### src/rtl/core/salsa_pkg.sv
// types and constants for the salsa20 stream cipher
// no dependencies
package salsa_pkg;

	localparam int BLOCK_BYTES = 64;
	localparam int NUM_REGS = 6;
	localparam int QR_STEPS = 80;

	localparam logic [31:0] SIGMA0 = 32'h61707865;
	localparam logic [31:0] SIGMA1 = 32'h3320646e;
	localparam logic [31:0] SIGMA2 = 32'h79622d32;
	localparam logic [31:0] SIGMA3 = 32'h6b206574;

	localparam logic [2:0] REG_KEY0 = 3'd0;
	localparam logic [2:0] REG_KEY1 = 3'd1;
	localparam logic [2:0] REG_KEY2 = 3'd2;
	localparam logic [2:0] REG_KEY3 = 3'd3;
	localparam logic [2:0] REG_NONCE = 3'd4;
	localparam logic [2:0] REG_CTR = 3'd5;

	typedef struct packed {
		logic [7:0] data_byte;
		logic       message_end;
	} in_item_t;

	typedef struct packed {
		logic [7:0] result_byte;
		logic       message_end_out;
	} out_item_t;

	typedef logic [15:0][31:0] state_t;

	typedef enum logic [1:0] {
		ST_IDLE,
		ST_ROUND,
		ST_FINAL
	} ctrl_state_t;

	// controller to datapath
	typedef struct packed {
		logic load;
		logic round;
		logic finish;
		logic [6:0] qr_idx;
	} dp_cmd_t;

	function automatic logic [31:0] rotl(input logic [31:0] v, input int n);
		rotl = (v << n) | (v >> (32 - n));
	endfunction

endpackage

### src/rtl/core/salsa_ctrl.sv
// round sequencer: starts a block when the buffer is empty, steps 80 quarter-rounds
// depends on salsa_pkg
module salsa_ctrl
	import salsa_pkg::*;
(
	input  logic      clk,
	input  logic      arst_n,
	input  logic      need_block,
	input  logic      flush,
	output dp_cmd_t   cmd
);

	ctrl_state_t state_q, state_d;
	logic [6:0] idx_q;

	// next state
	always_comb begin
		state_d = state_q;
		case (state_q)
			ST_IDLE:  if (need_block && !flush) state_d = ST_ROUND;
			ST_ROUND: if (flush) state_d = ST_IDLE;
				else if (idx_q == 7'(QR_STEPS - 1)) state_d = ST_FINAL;
			ST_FINAL: state_d = ST_IDLE;
			default:  state_d = ST_IDLE;
		endcase
	end

	always_ff @(posedge clk or negedge arst_n) begin
		if (!arst_n) begin
			state_q <= ST_IDLE;
			idx_q <= '0;
		end else begin
			state_q <= state_d;
			if (state_q == ST_ROUND) idx_q <= idx_q + 7'd1;
			else idx_q <= '0;
		end
	end

	// outputs
	always_comb begin
		cmd = '0;
		cmd.qr_idx = idx_q;
		case (state_q)
			ST_IDLE:  cmd.load = need_block && !flush;
			ST_ROUND: cmd.round = !flush;
			ST_FINAL: cmd.finish = !flush;
			default:  cmd = '0;
		endcase
	end

endmodule

### config.mk
export PLATFORM = sky130hd
export DESIGN_NAME = salsa_ctrl
export DESIGN_NICKNAME = d
export VERILOG_FILES = /design/src/rtl/core/salsa_pkg.sv /design/src/rtl/core/salsa_ctrl.sv
export SDC_FILE = /design/constraint.sdc
export NUM_CORES = 1
export LEC_CHECK = 0
export ABC_AREA = 1
export BUFFER_PORTS_ARGS = -buffer_cell sky130_fd_sc_hd__buf_2
export CORE_AREA = 10 10 47 49
export DETAILED_ROUTE_END_ITERATION = 8
export DIE_AREA = 0 0 57 59
export PLACE_DENSITY = 0.69
export SYNTH_ARGS = -nofsm -noshare
export SYNTH_HDL_FRONTEND = slang
export SYNTH_SLANG_ARGS = --single-unit
### constraint.sdc
create_clock -name clk -period 1 [get_ports clk]
set_input_delay 0.2 -clock clk [delete_from_list [all_inputs] [get_ports clk]]
set_output_delay 0.2 -clock clk [all_outputs]
set_load 0.02 [all_outputs]
[Yosys cells after proc, flatten, opt, wreduce, memory -nomap -nowiden]
Index checks and enable logic that the tools add are counted.
Word-level totals
  bits in registers: 9
  logic and storage cells: 22
  input port bits: 4
  output and inout bits: 10
Operators by class
  reductions and logical operators: 5
  equal/unequal tests: 5
  muxes and demuxes: 9
  add/sub/neg operators: 1
Operators by type and width (number)
  $mux W7: 2
  $add A7 B1 Y7 const B: 1
  $eq A7 B7 Y1 const B: 1
  $mux W2: 3
  $pmux W2 S2: 1
  $mux W1: 3
  $ne A3 B3 Y1 const B: 1
  $reduce_or A3 Y1: 1
  $eq A2 B1 Y1 const B: 1
  $eq A2 B2 Y1 const B: 1
  $logic_not A2 Y1: 1
  $ne A2 B2 Y1 const B: 1
  $reduce_and A2 Y1: 1
  $logic_and A1 B1 Y1: 1
  $logic_not A1 Y1: 1

[Longest topological paths before layout]
Gate-level depths: netlist of run 1.
  word-level depth: 4
  gate-level depth with buffers: 5
  depth with buffers taken out: 5

[Worst setup path after synthesis of run 1]
No wires, ideal clock.
  path type: flip-flop to output port
  start point: register state_q[1]
  end point: output cmd[7] in the netlist's numbering
  setup slack: -124 ps
  data required time: 800 ps
  arrival time: 924 ps
  path buffers: 0
  stages on the path, launching flop included: 3
  cell sequence: dfrtp_1 > inv_1 > nor3_1
RTL lines
  start, declared: RTL line salsa_ctrl.sv:13  | ctrl_state_t state_q, state_d;
  start signal, assigned: RTL line salsa_ctrl.sv:33  | state_q <= state_d;
  end, declared: RTL line salsa_ctrl.sv:10  | output dp_cmd_t cmd

==> run summary, run 1 <==
The most frequently used flop master after synthesis was dfrtp_1. The total overflow left after global routing is 0. The via count of the first global-routing pass was 490; the number of antenna violations at the first check in global routing was 0. From synthesis to final layout, the design area changed by 58.4%. Yosys printed 0 warnings.

By startpoint and endpoint, the worst setup path is classified as register to output pin. For this run, the top clock speed supported by timing is 754 MHz. Ranked by instance count, the synthesized netlist is headed by 15 x inv_1, 13 x nor2_1, 9 x dfrtp_1. For this design the ratio of total power to cell area is 1080 nW/um2. Clock tree synthesis selected as its root buffer the cell clkbuf_4. Number of nets in the layout: 97.

Synthesis handed over a netlist of 67 instances. The tools report the kind of end point of the critical path as an output pin. The congestion estimate from routability-driven global placement came to 0.814. Setup repair after global routing could not meet its margin everywhere. The wire length of the first global-routing pass was 2.08 mm; the die outline width was 57 um. The number of buffers added on ports was 13; the first-pass iteration count of the detailed router was 4. Clock tree synthesis found a total of 9 sinks. The run gives 0.0494 as the global routing usage on met3. Most repeated cell in the gate-level netlist after synthesis: inv_1. The final reports fail on setup timing. The clock-pin slew reported for the worst setup and hold paths after clock tree synthesis is 0.06 ns, and the final number of setup-violating endpoints is 19. For the worst setup path, the data required time is 0.80 ns. For the synthesized net count, the log shows 72. Before CTS, the worst setup slack after placement is -0.0813 ns. The number of remaining DRC errors was 0. The slew at the pin with the worst max-slew slack was 0.194 ns; the clock latency at the later pin of the worst-skew pair was 0.25 ns. The worst hold path belongs to the class input pin to register.

The fraction of registers with async set or reset after synthesis was 1.00. For the count of non-filler cells in the finished layout, the log shows 107. The flow ran to the end, but the final reports show violations. The number of violations reported at the end of detailed-routing iteration 0 was 2.

After global routing, the most crowded layer is met2. The tools report the total routing usage reported by global routing as 0.0768. Synthesis inferred 9 register bits.

The number of filler instances in the final layout came out at 134. The floorplan step defined a die boundary enclosing 3360 um2. Detailed routing inserted a total of 490 vias.

The max-slew violation total from the final report is 0, and the number of enable-type register cells in the synthesized netlist is 0. The die is 59 um tall. The total CTS buffers was 3. The run gives 2 as the number of buffers between clock root and the deepest sink. The tools report the category of the worst setup path launch point as a register.

The average instance in the mapped netlist occupies 7.41 um2. The final cycle utilization of the critical path was 1.33. Across the routed clock network, the largest skew measured is 0.00673 ns. The mapped netlist covers 497 um2. Summed over all cells, the static leakage comes to 0.347 nW.

The global-route track usage on met1 was 0.0841; the sequential share of the synthesized area was 0.453. Entering global routing, the biggest net connects 10 pins. The critical-path maximum fanout was 7; the number of cells in the design after placement was 101. The completed layout was analyzed and its total power is 0.853 mW. By area the synthesized netlist is led by dfrtp_1 45%, inv_1 11%, nor2_1 9.8%, nand2_1 6.0%, a21oi_1 5.0%.

The met2 demand-to-capacity share in global routing is 0.126. During I/O placement, the number of pins put on the boundary was 14. The final layout contains routed wiring with a total length of 1.26 mm.

The number of antenna diodes in the final layout is 0. Final period demand of the worst path: 1.33 ns. Worst IR drop on VDD: 0.986 mV. TritonCTS built the clock tree.

The run gives 0.354 as the effective utilization at floorplan. The max-slew headroom at the worst pin is 0.870. The logs give 0 for the number of hold violations in the final report and 14 for the standard-cell row count.

The detail route stage leaves a number of antenna-violating nets equal to 0. The proportion of layout cells with a drive suffix above 1 came out at 0.516. The synthesized design spends more area on one cell type than any other, namely dfrtp_1. The post-route worst setup slack is -0.326 ns, and the number of max-capacitance violations reported is 0. Once detailed placement completed, the half-perimeter wirelength came to 923 um. The core box area came out at 1400 um2. The share of the synthesized area in the top cell type was 0.453. Yosys mapped the design onto 15 distinct sky130hd cell types.

STA puts the critical path data arrival time at 1.13 ns. The average wire per cell in the routed design came out at 11.7 um. The level count of the clock H-tree is 1, and the detail-routed via count per cell is 4.58.
==> stage by stage <==
| step | utilization | hold slack (ns) | setup TNS [ns] | area, um2 |
|---|---|---|---|---|
| 3_5_place_dp | 0.456 | 0.0572 | -0.722 | 639 |
| 5_1_grt | 0.562 | 0.262 | -4.87 | 787 |
| 2_1_floorplan | - | -0.0956 | -0.399 | 520 |
| 3_3_place_gp | 0.456 | 0.0609 | -0.623 | 639 |
| 4_1_cts | 0.528 | 0.239 | -3.54 | 739 |
| 6_report | 0.562 | 0.256 | -3.60 | 787 |
==> path summary, 6_finish.rpt <==
kind                                              from                endpoint  slack, ns  depth (start not counted)
min in group asynchronous                       arst_n      idx_q[6]$_DFF_PN0_       0.33                          2
max in group asynchronous                       arst_n      idx_q[0]$_DFF_PN0_       0.47                          2
worst min register to register      idx_q[2]$_DFF_PN0_      idx_q[2]$_DFF_PN0_       0.54                          1
worst max register to register  state_q[1]$_DFFE_PN0P_      idx_q[4]$_DFF_PN0_      -0.13                          6
worst max-delay path            state_q[1]$_DFFE_PN0P_                  cmd[3]      -0.33                          4
worst min-delay path                        need_block  state_q[0]$_DFFE_PN0P_       0.26                          3
==> repair_timing <==
action	in CTS	in global routing
pin swaps	4	3
resized for setup	20	20
endpoints found under the hold margin	9	0
hold buffers	1	0
gates cloned	0	0
setup endpoints to repair	15	19
buffers inserted	3	1
==> critical path, cell delays in order (launching register included) <==
cell and delay [ns]:
dfrtp_2 0.44, nand2_2 0.11, inv_6 0.07, nor2_2 0.11, buf_4 0.15
==> metal layers <==
metal	wire, um	part of all wire
met5	0	0
met4	0	0
met3	98	0.078
met2	647	0.51
met1	511	0.41
==> power breakdown <==
| group | switching (mW) | leakage, nW | internal [mW] |
|---|---|---|---|
| combinational | 0.0943 | 0.213 | 0.0940 |
| sequential | 0.0188 | 0.118 | 0.379 |
| clock | 0.113 | 0.0150 | 0.153 |
==> registers in the layout (all words and copies together) (netlist names) <==
name     flops
idx_q        7
state_q      2
==> area by class of cell <==
cell class | instances | area (um2) | share of cell area
multi-input combinational | 42 | 272 | 0.345
sequential | 9 | 229 | 0.291
timing repair buffer | 21 | 179 | 0.227
inverter | 15 | 61.3 | 0.0779
tap | 16 | 20.0 | 0.0254
clock buffer | 4 | 26.3 | 0.0334
==> cell usage in the layout (no fill, tap or decap), drive strengths merged <==
master,synthesis,layout
a21oi,5,5
buf,1,20
clkbuf,0,4
dfrtp,9,9
dlygate4sd3,0,1
ha,1,1
inv,15,15
nand2,8,8
nand3,5,5
nand4,1,1
nor2,17,17
nor3,1,1
o21ai,4,4
==> kinds of logic (layout without fill, tap and decap cells) <==
logic type | count (synthesis) | count (layout) | share of synthesized area
fa+ha+maj | 1 | 1 | 0.0252
flops | 9 | 9 | 0.453
buf+inv | 16 | 40 | 0.128
compound gates | 9 | 9 | 0.0907
simple gates | 32 | 32 | 0.302
Power figures use the tool's default switching activity.
==> run 2: changes to the inputs <==
--- a/config.mk
+++ b/config.mk
@@ -10,2 +10,3 @@
 export CORE_AREA = 10 10 47 49
+export CTS_CLUSTER_DIAMETER = 30
 export DETAILED_ROUTE_END_ITERATION = 8
==> constraint.sdc (replaced) <==
create_clock -name clk -period 1 [get_ports clk]
set_input_delay 0.15 -clock clk [delete_from_list [all_inputs] [get_ports clk]]
set_output_delay 0.15 -clock clk [all_outputs]
set_load 0.02 [all_outputs]
==> run 2 against run 1 <==
  * Sequential power is essentially flat
  * Sequential cell count stayed put
  * Clock skew fell by 0.0032 ns
  * Critical path type unchanged
  * Via count increased by 16%
  * Die area unchanged
  * Utilization is 8.5 points higher
  * Worst hold slack got worse by 0.0019 ns
  * Worst setup slack better by 0.020 ns
  * The flow still finishes with violations (setup timing)
==> run summary, run 2 (same netlist as run 1, synthesis figures left out) <==
Failing checks: setup timing (unchanged). The final number of setup-violating endpoints is 19 (unchanged). The critical path buffer and inverter count was 3 (was 2); the number of max-capacitance violations reported was 0 (unchanged). The via count of the first global-routing pass is 533 (was 490), and the die outline height is 59 um (unchanged). The data arrival time of the critical path is 1.16 ns (was 1.13 ns), and the final cycle utilization of the critical path is 1.31 (was 1.33).

TritonCTS built the clock tree. The worst stage delay on the critical path was 0.44 ns (about the same). The depth of the worst register-to-register path works out to 7 (was 6). Maximum number of pins on one net before global-route repair: 10 (unchanged). The detail-routed via count per cell was 5.02 (was 4.58). The endpoint of the worst register-to-register path was idx_q[4]$_DFF_PN0_ (unchanged).

The total grt overflow was 0 (unchanged); the switching part of the total power was 0.302 (was 0.266). The part of the power in the clock network was 0.311 (was 0.312); the final total power was 0.981 mW (was 0.853 mW). For the worst clock skew on the final layout, the log shows 0.00357 ns (was 0.00673 ns).

The final period demand of the worst path works out to 1.31 ns (was 1.33 ns). The tools report the number of remaining DRC errors as 0 (unchanged). The number of cells in the design after placement is 101 (unchanged), and the total wire length after detailed routing is 1.67 mm (was 1.26 mm). The part of the total power dissipated in sequential elements is 0.405 (was 0.467), and the level count of the clock H-tree is 1 (unchanged). The proportion of layout cells with a drive suffix above 1 was 0.598 (was 0.516).

The flip-flop count of the largest register, all copies and words added was 7 (unchanged). The run gives 4 (unchanged) as the first-pass iteration count of the detailed router. The number of nets with antenna violations after routing came out at 0 (unchanged). Most frequent cells in the layout: 14 x buf_6, 10 x inv_1, 9 x nor2_4, 9 x buf_4, 6 x nor2_1 (was 11 x inv_1, 10 x buf_4, 7 x buf_6). The die outline width was 57 um (unchanged). The max-slew headroom at the worst pin came out at 0.862 (was 0.870). The upper clock frequency limit was 766 MHz (was 754 MHz); the number of sinks on the clock net was 9 (unchanged). The register with the most flip-flops was idx_q (unchanged). The tools report the beginning of the worst register-to-register path as state_q[0]$_DFFE_PN0P_ (was state_q[1]$_DFFE_PN0P_). For the leakage power, the log shows 0.393 nW (was 0.347 nW).

The routed via count is 567 (was 490). The tools report the worst path required time as 0.85 ns (was 0.80 ns). The tools report the internal power as 0.684 mW (was 0.626 mW). The part of the power in combinational logic came out at 0.285 (was 0.221).

The number of violations reported at the end of detailed-routing iteration 0 was 12 (was 2); the number of buffers between clock root and the deepest sink was 2 (unchanged). Slowest cell on the critical path: dfrtp_2 (unchanged). The number of filler instances in the final layout was 111 (was 134); the number of nets in the layout was 103 (was 97).

Cell-by-cell trace of the critical path: inv_2, nand4_1, inv_1, buf_6 (was nand2_2, inv_6, nor2_2, buf_4). The area growth from synthesis to final layout is 82.4% (was 58.4%). The tools report the final weighted congestion of routability-driven global placement as 0.801 (was 0.814). The die footprint was 3360 um2 (unchanged); the total half-perimeter wirelength after legalization and detailed placement was 907 um (was 923 um). The number of buffers added on ports was 13 (unchanged); the core box area was 1400 um2 (unchanged). The tools report the clock root buffer master as clkbuf_4 (unchanged). For the worst IR drop on VDD, the log shows 0.600 mV (was 0.986 mV). The slew at the pin with the worst max-slew slack is 0.207 ns (was 0.194 ns). The kind of end point of the critical path was an output pin (unchanged). The number of hold violations in the final report was 0 (unchanged); the total routing usage reported by global routing was 0.0923 (was 0.0768). For the number of ports placed on the die boundary, the log shows 14 (unchanged).

For the wire length of the first global-routing pass, the log shows 2.38 mm (was 2.08 mm). The type of the most critical hold path was input pin to asynchronous set/reset pin (was input pin to register). For the total CTS buffers, the log shows 3 (unchanged). The critical-path maximum fanout came out at 3 (was 7). The clock latency at the later pin of the worst-skew pair is 0.27 ns (was 0.25 ns), and the number of antenna violations at the first check in global routing is 0 (unchanged).

The number of antenna cells inserted was 0 (unchanged). The aggregate negative setup slack is -4.00 ns (was -3.60 ns). Setup repair after global routing could not meet its margin everywhere.

The power density of the placed cells was 1080 nW/um2 (about the same). The switching component of the power came out at 0.296 mW (was 0.226 mW). The tools report the effective utilization at floorplan as 0.354 (unchanged). The flow ran to the end, but the final reports show violations.

For the post-route worst setup slack, the log shows -0.306 ns (was -0.326 ns). The count of non-filler cells in the finished layout was 113 (was 107); the post-route core utilization was 0.646 (was 0.562). Largest delay contributor family on the critical path: flip-flops (unchanged). The max-slew violation total from the final report is 0 (unchanged). The run gives 0.255 ns (was 0.256 ns) as the hold slack. The worst setup path category is register to output pin (unchanged). Worst setup slack for register-to-register paths: -0.19 ns (was -0.13 ns). Category of the worst setup path launch point: a register (unchanged). Biggest registers after layout: idx_q (7), state_q (2) (unchanged). The average wire per cell in the routed design came out at 14.7 um (was 11.7 um). The clock-pin slew reported for the worst setup and hold paths after clock tree synthesis came out at 0.07 ns (was 0.06 ns). The leading cell type in the layout, fill and taps excluded was buf_6 (was inv_1). The standard-cell row count is 14 (unchanged).
run 2: worst max path at each step:
stage	start	end	slack [ns]	depth (start not counted)
after floorplan	state_q[1]$_DFFE_PN0P_	cmd[0]	-0.008	3
after global placement	state_q[1]$_DFFE_PN0P_	cmd[0]	-0.04	4
after detailed placement	state_q[1]$_DFFE_PN0P_	cmd[3]	-0.06	4
after CTS	state_q[1]$_DFFE_PN0P_	cmd[9]	-0.29	4
after global routing	state_q[0]$_DFFE_PN0P_	cmd[9]	-0.33	4
final	state_q[0]$_DFFE_PN0P_	cmd[9]	-0.31	4
run 2: timing repair:
| action | 4_1_cts | 5_1_grt |
|---|---|---|
| pin swaps | 2 | 7 |
| setup buffers | 3 | 5 |
| resized for setup | 25 | 38 |
| hold endpoints to repair | 9 | 0 |
| endpoints found under the setup margin | 13 | 19 |
| hold buffers | 1 | 0 |
run 2: metal layers:
metal | vias up | part of all wire | global-route usage
met5 | - | 0 | 0
met4 | 0 | 0.092 | 0.0973
met3 | 17 | 0.053 | 0.0300
met2 | 21 | 0.51 | 0.147
met1 | 263 | 0.34 | 0.0897
li1 | 266 | - | -
run 2: area by class of cell:
cell class / instances / area, um2 / area share
Inverter: 15 / 66.3 / 0.0732
Clock buffer: 4 / 26.3 / 0.0290
Timing Repair Buffer: 27 / 250 / 0.276
Sequential cell: 9 / 230 / 0.254
Multi-Input combinational cell: 42 / 313 / 0.345
Tap cell: 16 / 20.0 / 0.0221
run 2: power groups by stage:
| stage | sequential (mW) | combinational (mW) | clock (mW) |
|---|---|---|---|
| 2_1_floorplan | 0.402 | 0.0788 | 0 |
| 3_3_place_gp | 0.401 | 0.156 | 0 |
| 3_5_place_dp | 0.402 | 0.156 | 0 |
| 4_1_cts | 0.394 | 0.212 | 0.308 |
| 5_1_grt | 0.399 | 0.301 | 0.327 |
| 6_report | 0.397 | 0.279 | 0.305 |
run 2: stage by stage:
step	cell area, um2	setup slack (ns)
3_5_place_dp	637	-0.0572
4_1_cts	757	-0.292
3_3_place_gp	637	-0.0393
6_report	906	-0.306
5_1_grt	906	-0.328
2_1_floorplan	514	-0.00812
==> run 3: changes to the inputs <==
==> constraint.sdc (replaced) <==
create_clock -name clk -period 1.1 [get_ports clk]
set_input_delay 0.165 -clock clk [delete_from_list [all_inputs] [get_ports clk]]
set_output_delay 0.165 -clock clk [all_outputs]
set_load 0.01 [all_outputs]
==> run 3 against run 2 <==
  * The run still ends with setup timing left
  * Largest cell class unchanged
  * Combinational power decreased by 50%
  * Highest routed layer unchanged
  * Non-clock buffer count decreased by 9
  * Clock skew increased by 0.0093 ns
  * First-iteration DRC count decreased by 58%
==> run summary, run 3 (same netlist as run 1, synthesis figures left out) <==
The final cycle utilization of the critical path is 1.12. Number of nets in the layout: 94 (was 103). For the number of remaining DRC errors, the log shows 0 (unchanged). The leading cell type in the layout, fill and taps excluded was buf_2 (was buf_6). The standard-cell row count is 14 (unchanged). The post-route worst setup slack was -0.130 ns (was -0.306 ns). The average wire per cell in the routed design is 12.0 um (was 14.7 um). The total wire length after detailed routing was 1.25 mm (was 1.67 mm). Based on the critical path, the design can be clocked at up to 813 MHz.

The clock root buffer master is clkbuf_4 (unchanged). The worst clock skew on the final layout was 0.0129 ns (was 0.00357 ns); the total routing usage reported by global routing was 0.0722 (was 0.0923). The final weighted congestion of routability-driven global placement was 0.739 (was 0.801). Setup repair after global routing could not meet its margin everywhere.

Number of hold violations in the final report: 0 (unchanged). Critical-path maximum fanout: 7 (was 3). The start point of the critical path was state_q[1]$_DFFE_PN0P_ (was state_q[0]$_DFFE_PN0P_). Number of ports placed on the die boundary: 14 (unchanged). The number of buffers between clock root and the deepest sink is 2 (unchanged), and the effective utilization at floorplan is 0.354 (unchanged). The tools report the number of violations reported at the end of detailed-routing iteration 0 as 5 (was 12).

The global-route track usage on met1 came out at 0.0810 (was 0.0897). The die outline height works out to 59 um (unchanged). For the global routing usage on met3, the log shows 0.0365 (was 0.0300).

The register with the most flip-flops was idx_q (unchanged). The logs give 0.109 (was 0.147) for the met2 demand-to-capacity share in global routing and 9 (unchanged) for the number of sinks on the clock net. The tools report the number of antenna cells inserted as 0 (unchanged). The run gives 0 (unchanged) as the number of nets with antenna violations after routing.

Cell-by-cell trace of the critical path: nand2_2, inv_4, nor2_2, buf_2 (was inv_2, nand4_1, inv_1, buf_6). The largest delay contributor family on the critical path was flip-flops (unchanged). Most frequent cells in the layout: 13 x buf_2, 12 x inv_1, 10 x nor2_2 (was 14 x buf_6, 10 x inv_1, 9 x nor2_4, 9 x buf_4, 6 x nor2_1). The power density of the placed cells was 1100 nW/um2 (was 1080 nW/um2). The tools report the number of cells in the design after placement as 98 (was 101). The run gives 0.94 ns (was 0.85 ns) as the worst path required time. The logs give 0.837 (was 0.862) for the max-slew headroom at the worst pin and 0.206 ns (was 0.255 ns) for the hold slack. The leakage power was 0.326 nW (was 0.393 nW); the count of non-filler cells in the finished layout was 104 (was 113).

The run finished, with violations left. The beginning of the worst register-to-register path is idx_q[0]$_DFF_PN0_ (was state_q[0]$_DFFE_PN0P_). The logs give 0 (unchanged) for the number of max-capacitance violations reported and 3 (unchanged) for the total CTS buffers.

Most heavily used metal layer in global routing: met2 (unchanged). For the via count of the first global-routing pass, the log shows 421 (was 533). The slowest cell on the critical path is dfrtp_2 (unchanged). The level count of the clock H-tree is 1 (unchanged), and the total grt overflow is 0 (unchanged).

For the data arrival time of the critical path, the log shows 1.06 ns (was 1.16 ns). Final number of setup-violating endpoints: 11 (was 19). The kind of end point of the critical path is an output pin (unchanged). TritonCTS built the clock tree. Worst IR drop on VDD: 0.682 mV (was 0.600 mV).

The slew at the pin with the worst max-slew slack was 0.245 ns (was 0.207 ns); the wire length of the first global-routing pass was 1.91 mm (was 2.38 mm). The detail-routed via count per cell is 4.60 (was 5.02), and the clock-pin slew reported for the worst setup and hold paths after clock tree synthesis is 0.05 ns (was 0.07 ns). The worst stage delay on the critical path came out at 0.44 ns (about the same). First-pass iteration count of the detailed router: 4 (unchanged). The type of the most critical hold path is input pin to register (was input pin to asynchronous set/reset pin). The tools report the category of the worst setup path launch point as a register (unchanged).

The number of antenna violations at the first check in global routing came out at 0 (unchanged). The tools report the maximum number of pins on one net before global-route repair as 10 (unchanged). The routed via count is 478 (was 567). The run gives 3360 um2 (unchanged) as the die footprint.

Area growth from synthesis to final layout: 38.3% (was 82.4%). For the core box area, the log shows 1400 um2 (unchanged). Number of buffers added on ports: 13 (unchanged). Flip-flop count of the largest register, all copies and words added: 7 (unchanged).

Proportion of layout cells with a drive suffix above 1: 0.466 (was 0.598). Die outline width: 57 um (unchanged). The tools report the hold path startpoint as need_block.

The logs give 0 (unchanged) for the max-slew violation total from the final report and 918 um (was 907 um) for the total half-perimeter wirelength after legalization and detailed placement. The worst setup path category is register to output pin (unchanged). Biggest registers after layout: idx_q (7), state_q (2) (unchanged).

The run gives 0.27 ns (about the same) as the clock latency at the later pin of the worst-skew pair. The final period demand of the worst path works out to 1.23 ns. Failing checks: setup timing (unchanged).

The critical path buffer and inverter count is 2 (was 3).
==> run 3: per-layer routing <==
metal / share of wire / routed length (um)
met3: 0.048 / 60
met5: 0 / 0
met4: 0.0072 / 9
met1: 0.43 / 543
met2: 0.51 / 636
==> run 3: worst min-delay path, stage by stage <==
cell	delay, ns
buf_2	0.09
nand4_1	0.09
o21ai_1	0.07
==> run 3: path summary, 6_finish.rpt <==
| check | to | slack [ns] | cells after the start |
|---|---|---|---|
| max in group asynchronous | state_q[1]$_DFFE_PN0P_ | 0.60 | 2 |
| max | cmd[3] | -0.13 | 4 |
| min in group asynchronous | idx_q[4]$_DFF_PN0_ | 0.28 | 2 |
| max reg2reg | state_q[1]$_DFFE_PN0P_ | -0.01 | 6 |
| min reg2reg | idx_q[0]$_DFF_PN0_ | 0.56 | 2 |
| min | state_q[0]$_DFFE_PN0P_ | 0.21 | 3 |
==> run 3: per-stage QoR <==
stage                     TNS, ns  power (mW)  cell area (um2)   util  worst slack, ns
final                       -1.12       0.753              687  0.490           -0.130
after global routing        -2.01       0.791              687  0.490           -0.202
after CTS                   -1.44       0.728              633  0.452           -0.154
after detailed placement        0       0.472              597  0.426           0.0446
after global placement          0       0.469              597  0.426           0.0728
after floorplan                 0       0.420              497      -           0.0544
==> run 3: final cells by class <==
type	instances	area [um2]
clock buffer	4	26.3
fill	150	714
inverter	15	58.8
multi-input combinational	42	250
sequential	9	226
tap	16	20.0
timing repair buffer	18	105
==> run 3: repair_timing <==
action / CTS / global route
setup buffers: 0 / 1
gates cloned: 0 / 0
hold endpoints to repair: 9 / 0
pin swaps: 1 / 3
endpoints found under the setup margin: 10 / 14
resized for setup: 1 / 19
hold buffers: 1 / 0
==> run 3: power by group <==
part,internal (mW),leakage [nW],switching [mW]
clock network,0.140,0.0150,0.119
registers,0.344,0.121,0.0115
logic,0.0638,0.190,0.0760
